**src/hdl/pidmax_pkg.sv**
```systemverilog
`timescale 1ns / 1ps

package pidmax_pkg;

    localparam int ENTRIES    = 6;
    localparam int ID_W       = 22;
    localparam int TIME_W     = 63;
    localparam int SLOT_W     = 3;
    localparam int IN_DATA_W  = 96;
    localparam int OUT_DATA_W = 88;

    typedef enum logic [1:0] {
        CMD_START = 2'd0,
        CMD_END   = 2'd1,
        CMD_EXIT  = 2'd2,
        CMD_READ  = 2'd3
    } cmd_t;

    typedef enum logic [1:0] {
        ST_DONE    = 2'd0,
        ST_IGNORED = 2'd1,
        ST_FULL    = 2'd2
    } status_t;

    typedef struct packed {
        cmd_t               command;
        logic               from_user;
        logic               name_matches;
        logic [ID_W-1:0]    proc_id;
        logic [TIME_W-1:0]  timestamp;
        logic [SLOT_W-1:0]  slot;
    } item_t;

    typedef struct packed {
        status_t            status;
        logic               new_max;
        logic               entry_valid;
        logic [ID_W-1:0]    entry_id;
        logic [TIME_W-1:0]  peak_ns;
    } result_t;

endpackage

```
**src/hdl/pidmax_table.sv**
```systemverilog
`timescale 1ns / 1ps

module pidmax_table (
    input  logic               clk,
    input  logic               rst_n,
    input  logic               fire,
    input  pidmax_pkg::item_t  item,
    output pidmax_pkg::result_t result
);
    import pidmax_pkg::*;

    logic [ENTRIES-1:0] live_reg;
    logic [ID_W-1:0]    owner_reg   [ENTRIES];
    logic [TIME_W-1:0]  start_reg   [ENTRIES];
    logic [TIME_W-1:0]  longest_reg [ENTRIES];

    logic [ENTRIES-1:0] hit_vec;
    logic [ENTRIES-1:0] free_vec;
    logic [ENTRIES-1:0] slot_vec;
    logic [ENTRIES-1:0] tgt_vec;
    logic               hit_any;
    logic               free_any;
    logic [TIME_W-1:0]  hit_start;
    logic [TIME_W-1:0]  hit_longest;
    logic               rd_live;
    logic [ID_W-1:0]    rd_id;
    logic [TIME_W-1:0]  rd_longest;
    logic [TIME_W:0]    diff;
    logic               raise;
    logic               do_start;
    logic               do_alloc;
    logic               do_raise;
    logic               do_exit;

    // Parallel match over all slots; reads are one-hot AND-OR selects
    always_comb
    begin
        free_any    = 1'b0;
        hit_start   = '0;
        hit_longest = '0;
        rd_live     = 1'b0;
        rd_id       = '0;
        rd_longest  = '0;
        for (int i = 0; i < ENTRIES; i++)
        begin
            hit_vec[i]  = live_reg[i] && (owner_reg[i] == item.proc_id);
            // lowest-numbered free slot
            free_vec[i] = !live_reg[i] && !free_any;
            free_any    = free_any || !live_reg[i];
            slot_vec[i] = (32'(item.slot) == i);
            hit_start   = hit_start   | (start_reg[i]   & {TIME_W{hit_vec[i]}});
            hit_longest = hit_longest | (longest_reg[i] & {TIME_W{hit_vec[i]}});
            rd_live     = rd_live     | (live_reg[i] & slot_vec[i]);
            rd_id       = rd_id       | (owner_reg[i]   & {ID_W{slot_vec[i]}});
            rd_longest  = rd_longest  | (longest_reg[i] & {TIME_W{slot_vec[i]}});
        end
        hit_any = |hit_vec;
        tgt_vec = hit_any ? hit_vec : free_vec;
    end

    // Borrow bit set means now < start; zero difference is not positive either
    assign diff  = {1'b0, item.timestamp} - {1'b0, hit_start};
    assign raise = !diff[TIME_W] && (diff[TIME_W-1:0] != '0)
                   && (diff[TIME_W-1:0] > hit_longest);

    always_comb
    begin
        result   = '0;
        result.status = ST_IGNORED;
        do_start = 1'b0;
        do_alloc = 1'b0;
        do_raise = 1'b0;
        do_exit  = 1'b0;
        unique case (item.command)
            CMD_START:
            begin
                if (item.name_matches && item.from_user)
                begin
                    if (hit_any || free_any)
                    begin
                        do_start      = 1'b1;
                        do_alloc      = !hit_any;
                        result.status = ST_DONE;
                    end
                    else
                    begin
                        result.status = ST_FULL;
                    end
                end
            end
            CMD_END:
            begin
                if (item.name_matches && hit_any)
                begin
                    do_raise       = raise;
                    result.status  = ST_DONE;
                    result.new_max = raise;
                    result.peak_ns = raise ? diff[TIME_W-1:0] : hit_longest;
                end
            end
            CMD_EXIT:
            begin
                if (item.name_matches && hit_any)
                begin
                    do_exit       = 1'b1;
                    result.status = ST_DONE;
                end
            end
            CMD_READ:
            begin
                if (32'(item.slot) < ENTRIES)
                begin
                    result.status      = ST_DONE;
                    result.entry_valid = rd_live;
                    result.entry_id    = rd_id;
                    result.peak_ns     = rd_longest;
                end
            end
            default:
            begin
                result.status = ST_IGNORED;
            end
        endcase
    end

    always_ff @(posedge clk or negedge rst_n)
    begin
        if (!rst_n)
        begin
            live_reg <= '0;
            for (int i = 0; i < ENTRIES; i++)
            begin
                owner_reg[i]   <= '0;
                start_reg[i]   <= '0;
                longest_reg[i] <= '0;
            end
        end
        else if (fire)
        begin
            for (int i = 0; i < ENTRIES; i++)
            begin
                if (do_exit && hit_vec[i])
                begin
                    live_reg[i]    <= 1'b0;
                    owner_reg[i]   <= '0;
                    start_reg[i]   <= '0;
                    longest_reg[i] <= '0;
                end
                else
                begin
                    if (do_start && tgt_vec[i])
                    begin
                        start_reg[i] <= item.timestamp;
                        if (do_alloc)
                        begin
                            live_reg[i]    <= 1'b1;
                            owner_reg[i]   <= item.proc_id;
                            longest_reg[i] <= '0;
                        end
                    end
                    if (do_raise && hit_vec[i])
                    begin
                        longest_reg[i] <= diff[TIME_W-1:0];
                    end
                end
            end
        end
    end

endmodule

```
**src/hdl/per_id_max_latency_table_top.sv**
```systemverilog
`timescale 1ns / 1ps
// Path: input register, then result register; the table lookup, subtract and compare
// sit in one stage between them; each accepted beat yields one result beat on m_axis.
// Throughput: one beat per cycle while m_axis does not stall.
// Reset (rst_n low, asynchronous): table slots cleared, both stages emptied.
// No post-reset sweep; beats are taken from the first cycle after reset.

module per_id_max_latency_table_top (
    input  logic                              clk,
    input  logic                              rst_n,
    input  logic                              s_axis_tvalid,
    output logic                              s_axis_tready,
    // from_user[0], name_matches[1], proc_id[23:2], timestamp[86:24], slot[89:87]
    input  logic [pidmax_pkg::IN_DATA_W-1:0]  s_axis_tdata,
    // command[1:0]
    input  logic [1:0]                        s_axis_tuser,
    output logic                              m_axis_tvalid,
    input  logic                              m_axis_tready,
    // new_max[0], entry_valid[1], entry_id[23:2], peak_ns[86:24]
    output logic [pidmax_pkg::OUT_DATA_W-1:0] m_axis_tdata,
    // status[1:0]
    output logic [1:0]                        m_axis_tuser
);
    import pidmax_pkg::*;

    logic    in_valid_reg;
    logic    in_valid_next;
    item_t   item_reg;
    logic    out_valid_reg;
    logic    out_valid_next;
    result_t out_reg;
    result_t result;
    logic    out_free;
    logic    fire;
    logic    s_beat;

    assign out_free      = !out_valid_reg || m_axis_tready;
    assign fire          = in_valid_reg && out_free;
    assign s_axis_tready = !in_valid_reg || out_free;
    assign s_beat        = s_axis_tvalid && s_axis_tready;

    always_comb
    begin
        in_valid_next = in_valid_reg;
        if (s_beat)
        begin
            in_valid_next = 1'b1;
        end
        else if (fire)
        begin
            in_valid_next = 1'b0;
        end

        out_valid_next = out_valid_reg;
        if (fire)
        begin
            out_valid_next = 1'b1;
        end
        else if (m_axis_tready)
        begin
            out_valid_next = 1'b0;
        end
    end

    always_ff @(posedge clk or negedge rst_n)
    begin
        if (!rst_n)
        begin
            in_valid_reg  <= 1'b0;
            out_valid_reg <= 1'b0;
        end
        else
        begin
            in_valid_reg  <= in_valid_next;
            out_valid_reg <= out_valid_next;
        end
    end

    always_ff @(posedge clk)
    begin
        if (s_beat)
        begin
            item_reg.command      <= cmd_t'(s_axis_tuser);
            item_reg.from_user    <= s_axis_tdata[0];
            item_reg.name_matches <= s_axis_tdata[1];
            item_reg.proc_id      <= s_axis_tdata[23:2];
            item_reg.timestamp    <= s_axis_tdata[86:24];
            item_reg.slot         <= s_axis_tdata[89:87];
        end
        if (fire)
        begin
            out_reg <= result;
        end
    end

    pidmax_table u_table (
        .clk    (clk),
        .rst_n  (rst_n),
        .fire   (fire),
        .item   (item_reg),
        .result (result)
    );

    assign m_axis_tvalid = out_valid_reg;
    assign m_axis_tuser  = out_reg.status;
    assign m_axis_tdata  = {1'b0, out_reg.peak_ns, out_reg.entry_id,
                            out_reg.entry_valid, out_reg.new_max};

endmodule

```
**config.mk**
```make
export PLATFORM = sky130hd
export DESIGN_NAME = per_id_max_latency_table_top
export DESIGN_NICKNAME = d
export VERILOG_FILES = /design/src/hdl/pidmax_pkg.sv /design/src/hdl/pidmax_table.sv /design/src/hdl/per_id_max_latency_table_top.sv
export SDC_FILE = /design/constraint.sdc
export NUM_CORES = 2
export LEC_CHECK = 0
export ABC_CLOCK_PERIOD_IN_PS = 12900
export BUFFER_PORTS_ARGS = -buffer_cell sky130_fd_sc_hd__buf_2
export CORE_ASPECT_RATIO = 0.8
export CORE_MARGIN = 10
export CORE_UTILIZATION = 25
export CTS_CLUSTER_DIAMETER = 80
export DETAILED_ROUTE_END_ITERATION = 8
export PLACE_DENSITY = 0.49
export SKIP_CTS_REPAIR_TIMING = 1
export SYNTH_ARGS = -nofsm -noshare
export SYNTH_HDL_FRONTEND = slang
export SYNTH_SLANG_ARGS = --single-unit
```
**constraint.sdc**
```tcl
create_clock -name clk -period 12.9 [get_ports clk]
set_input_delay 1.29 -clock clk [delete_from_list [all_inputs] [get_ports clk]]
set_output_delay 1.29 -clock clk [all_outputs]
set_load 0.02 [all_outputs]
```
Yosys cells after proc, flatten, opt, wreduce, memory -nomap -nowiden. Index checks and enable logic that the tools add are counted.

Bits in registers: 1077. Bits in latches: 0. Bits in writable memories: 0. ROM bits: 0. Input port bits: 102. Word-level logic and storage cells: 298. Memories kept: 0.

$add $sub $neg: 1. $mul: 0. Div/mod/pow operators: 0. Order comparisons: 2. Equal/unequal tests: 14. Shift-type cells: 0. Multiplexer cells: 82. Bitwise operators: 55. Reductions and logical operators: 107.

Operators with widths (count): $mux W63 (34); $and A63 B63 Y63 (18); $or A63 B63 Y63 (15); $mux W22 (13); $and A22 B22 Y22 (6); $eq A22 B22 Y1 (6); $pmux W63 S2 (1); $or A22 B22 Y22 (5); $sub A63 B63 Y64 (1); $gt A63 B63 Y1 (1); $reduce_bool A63 Y1 (1); $reduce_and A3 Y1 (12); $reduce_bool A3 Y1 (12); $logic_and A1 B1 Y1 (35); $mux W1 (29); $reduce_bool A2 Y1 (14); $reduce_and A2 Y1 (8); $logic_not A1 Y1 (14); $logic_or A1 B1 Y1 (8); $pmux W2 S4 (1); $and A1 B1 Y1 (6); $eq A3 B2 Y1 const B (2); $eq A3 B3 Y1 const B (2); $mux W2 (3); other kinds (9) (14).

Logic depth before layout (Yosys ltp).
Depth in word-level cells: 17. Gate-level depth with buffers: 38. Gate-level depth less buffers: 30.

By module. From an unflattened synthesis, not the netlist that was laid out.

Cells, all modules: 6516. Area total of the unflattened synthesis: 59767.3 sq um.

By module, submodules not included: pidmax_table (instances 1, cells each 6325, area each 54217.0 sq um); per_id_max_latency_table_top (instances 1, cells each 191, area each 5550.3 sq um).

Worst setup path after synthesis. Ideal clock, no wire load.

Kind: register to register. Start: reg item_reg[86] (netlist bit). End: reg u_table.longest_reg[118] (netlist bit). Arrival: 8.020 ns. Required time: 12.778 ns. Setup slack: 4.758 ns. Cell stages (with the launch flop): 35. Path buffers: 9. Period minus slack after synthesis: 8.142 ns. Path through: edfxtp_1 -> buf_2 -> xor2_1 -> nor4_1 -> nand4_1 -> nor3_1 -> clkbuf_1 -> buf_1 -> clkbuf_1 -> clkbuf_1 -> a22oi_1 -> nand3_1 -> ha_1 -> inv_1 -> fa_1 -> a21o_1 -> a221o_1 -> a211oi_4 -> o221ai_2 -> a2111o_1 -> o211a_1 -> buf_2 -> ha_1 -> nand4_1 -> or2_2 -> nor4_1 -> nand3_1 -> a211o_1 -> a22oi_1 -> nand2_1 -> clkbuf_1 -> o31a_1 -> buf_2 -> buf_2 -> a32o_1.

Longest elaborated chain between the ends: 17.

RTL lines: start, declared (RTL line per_id_max_latency_table_top.sv:28) `item_t item_reg;`; parallel branches: the longest is 17 deep, another holds $sub A63 B63 Y64; end signal, assigned by index (RTL line pidmax_table.sv:163) `longest_reg[i] <= diff[TIME_W-1:0];`; end, declared (RTL line pidmax_table.sv:15) `logic [TIME_W-1:0] longest_reg [ENTRIES];`.

Parallel ways; which one is timed is not known. A chain may end at the register's enable or synchronous reset.

Final worst setup path.
Start: reg item_reg[85] (netlist bit). End: reg u_table.longest_reg[29] (netlist bit).

Same word-level chain as after synthesis.

==> out/results.txt <==
Outcome = finished, final reports clean
Sequential area share after synthesis = 50.6%
Synth Area in Compound Gates = 24.9%
Netlist cell types = 90
Core box area = 0.220 mm2
Post-synth top area cell = dfrtp_1
Top-area cell type share of the netlist area = 40.7%
Number of max-cap violations = 0
Clk_skew = 44.3 ps
Post-synth ARST share = 83.2%
Die Y-Extent = 440 um
Critical Path End Type = flop
Antenna Violating Nets Remaining = 0
Total CTS buffers = 115
Clk sink count = 1077
Yosys reg bits = 1077
Vias = 47123
Worst Setup SP = item_reg[85]$_DFFE_PP_
CTS max path bufs = 3
Post-synthesis mux area share = 1.23%
Post-synth EDFFs = 181
Worst Setup Start Kind = flop
Peak VDD IR = 0.104 mV
R2R Setup Slk = 1520 ps
Cell Area, Placed = 0.0591 mm2
Post-route cell area = 0.0629 mm2
Initial antenna violation count = 15
Hold-critical path depth = 2
Final HPWL DP = 133000 um
Critical path buffers and inverters = 6
Top FF cell, synth = dfrtp_1
Port Buffers = 186
Routed wire length = 219000 um
DRT Pass-1 Iters = 7
DIE AREA = 0.240 mm2
Latest clock arrival within the worst-skew pair = 780 ps
Reg2reg path depth = 33
Syn_area_per_cell = 9.81 um2
Synthesized cell area = 0.0551 mm2
Layout cells sized above 1 = 10.1%
Cell family with most CP delay = simple AND/OR/NAND/NOR gates
Hold path endpoint = u_table.start_reg[25]$_DFFE_PN0P_
GRT Resource Usage Total = 17.5%
Pwr/cell area = 125 mW/mm2
Critical Path RT = 13620 ps
Area growth syn-to-layout = 14.2%
Std cell rows = 154
CTS tree = done
Iter 0 DRT Violations = 5627
Slowest Stage Delay on Critical Path = 890 ps
Reg clk slew, reported paths = 70 ps
Post-Syn Nets = 5844
Slew margin rel. = 18.8%
Final setup vio count = 0
Fin cells = 8556
Lkg Pwr = 0.0280 uW
Post-synth top cells = nand2_1 (1236), dfrtp_1 (896), o21ai_0 (486), a22o_1 (414), a22oi_1 (362)
Die Wd = 545 um
Synth Area in XOR/XNOR = 2.88%
Post-Synthesis Cells = 5615
Residual DRC = 0
CTS root buffer = clkbuf_16
Final critical-path required period = 11380 ps
Hold crit path type = flop to flop
H-tree Lvls = 3
Vias in the first global route = 45084
Largest family of logic cells by synthesized area = compound AO/OA/AOI/OAI gates
Fmax achieved = 87.9 MHz
I/O pins = 194
Drt wl/cell = 25.5 um
Largest net degree at the start of global routing = 161
Hold_ws = 467 ps
Initial Util = 25.1%
Setup_tns = 0 ps
Adder-Cell Fraction of Synth Area = 2.90%
Hold Fails Final Rpt = 0
Vias per cell = 5.51
Post-Place Cells = 8339
Worst Path Arrival = 12100 ps
Slew at the pin closest to its max-slew limit = 1220 ps
RePlAce Congestion = 0.869
Slowest CP cell = nor4_1
Post-synthesis simple-gate area fraction = 13.2%
Final Max Slew Viols = 0
Top-count cell post-synth = nand2_1
Synth Warn # = 0
Worst reg2reg path endpoint = u_table.longest_reg[29]$_DFFE_PN0P_
Global-route wire length before repair = 321000 um
Nets@finish = 5799
Crit-path max FO = 102
Gr ovfl total = 0
Hold Startpoint = u_table.start_reg[25]$_DFFE_PN0P_
Reg2reg start = item_reg[85]$_DFFE_PP_
Leading post-synthesis cells by cell area = dfrtp_1 (41%), edfxtp_1 (9.9%), nand2_1 (8.4%), a22o_1 (6.6%), a22oi_1 (4.9%)
Period Utilization, post-route = 88.2%
Critical path type = flop to flop
RSZ-0062 raised after global routing = false
-- per-layer routing --
metal	vias to the layer above	global-route usage (%)	wire length [um]
li1	20677	-	-
met1	23769	26.3	102000
met2	2306	25.2	91800
met3	367	3.75	19500
met4	4	4.65	5510
met5	-	0	21
-- power breakdown --
| group | switching (uW) | leakage (uW) | internal (uW) |
|---|---|---|---|
| combinational | 578 | 0.0121 | 238 |
| sequential | 100 | 0.0141 | 3570 |
| clock | 1490 | 0.00185 | 1890 |
-- cell usage in the layout, fill, tap and decap left out, drive strengths merged, types with 46 or more instances in the layout --
cell type	instances
edfxtp	181
buf	315
xor2	114
nor2	74
clkbuf	181
a221oi	190
nand4	60
dfrtp	896
o21ai	501
a22oi	362
xnor2	67
nand2	1236
inv	102
a21oi	111
nor3	46
nand3	132
mux2i	61
ha	126
a22o	414
a221o	52
-- worst min-delay path: stages, from the launching register on --
cell and delay, ps:
dfrtp_1 340, nand2_1 50, nand2_1 50
-- metrics by stage --
| step | util, % | setup slack (ps) | total power [uW] |
|---|---|---|---|
| finish | 28.6 | 1520 | 7870 |
| global route | 28.6 | 944 | 8180 |
| CTS | 28.6 | 1690 | 7940 |
| detailed placement | 26.9 | 1750 | 4540 |
| global placement | 26.9 | 1870 | 4520 |
| floorplan | - | 4760 | 4140 |
-- how the worst max path moves through the flow --
| stage | to | slack, ps | cells after the start |
|---|---|---|---|
| after floorplan | u_table.longest_reg[118]$_DFFE_PN0P_ | 4760 | 34 |
| after CTS | u_table.longest_reg[29]$_DFFE_PN0P_ | 1690 | 31 |
| after detailed placement | u_table.longest_reg[43]$_DFFE_PN0P_ | 1750 | 31 |
| final | u_table.longest_reg[29]$_DFFE_PN0P_ | 1520 | 33 |
| after global routing | u_table.longest_reg[14]$_DFFE_PN0P_ | 940 | 32 |
| after global placement | u_table.longest_reg[14]$_DFFE_PN0P_ | 1870 | 32 |
-- layout make-up --
cell class	instances	area, um2
sequential	1077	27900
clock inverter	34	355
clock buffer	181	3440
fill	22978	157000
timing repair buffer	315	2100
antenna	2	5.00
multi-input combinational	3964	25200
inverter	97	369
tap	2886	3610
-- logic make-up (layout without fill, tap and decap cells) --
logic type	count (synthesis)	in the layout
buf+inv	574	627
simple gates	1701	1701
flops	1077	1077
other cells	1	3
mux	67	67
xor+xnor	181	181
compound gates	1887	1887
fa+ha+maj	127	127
Power figures use the tool's default switching activity.
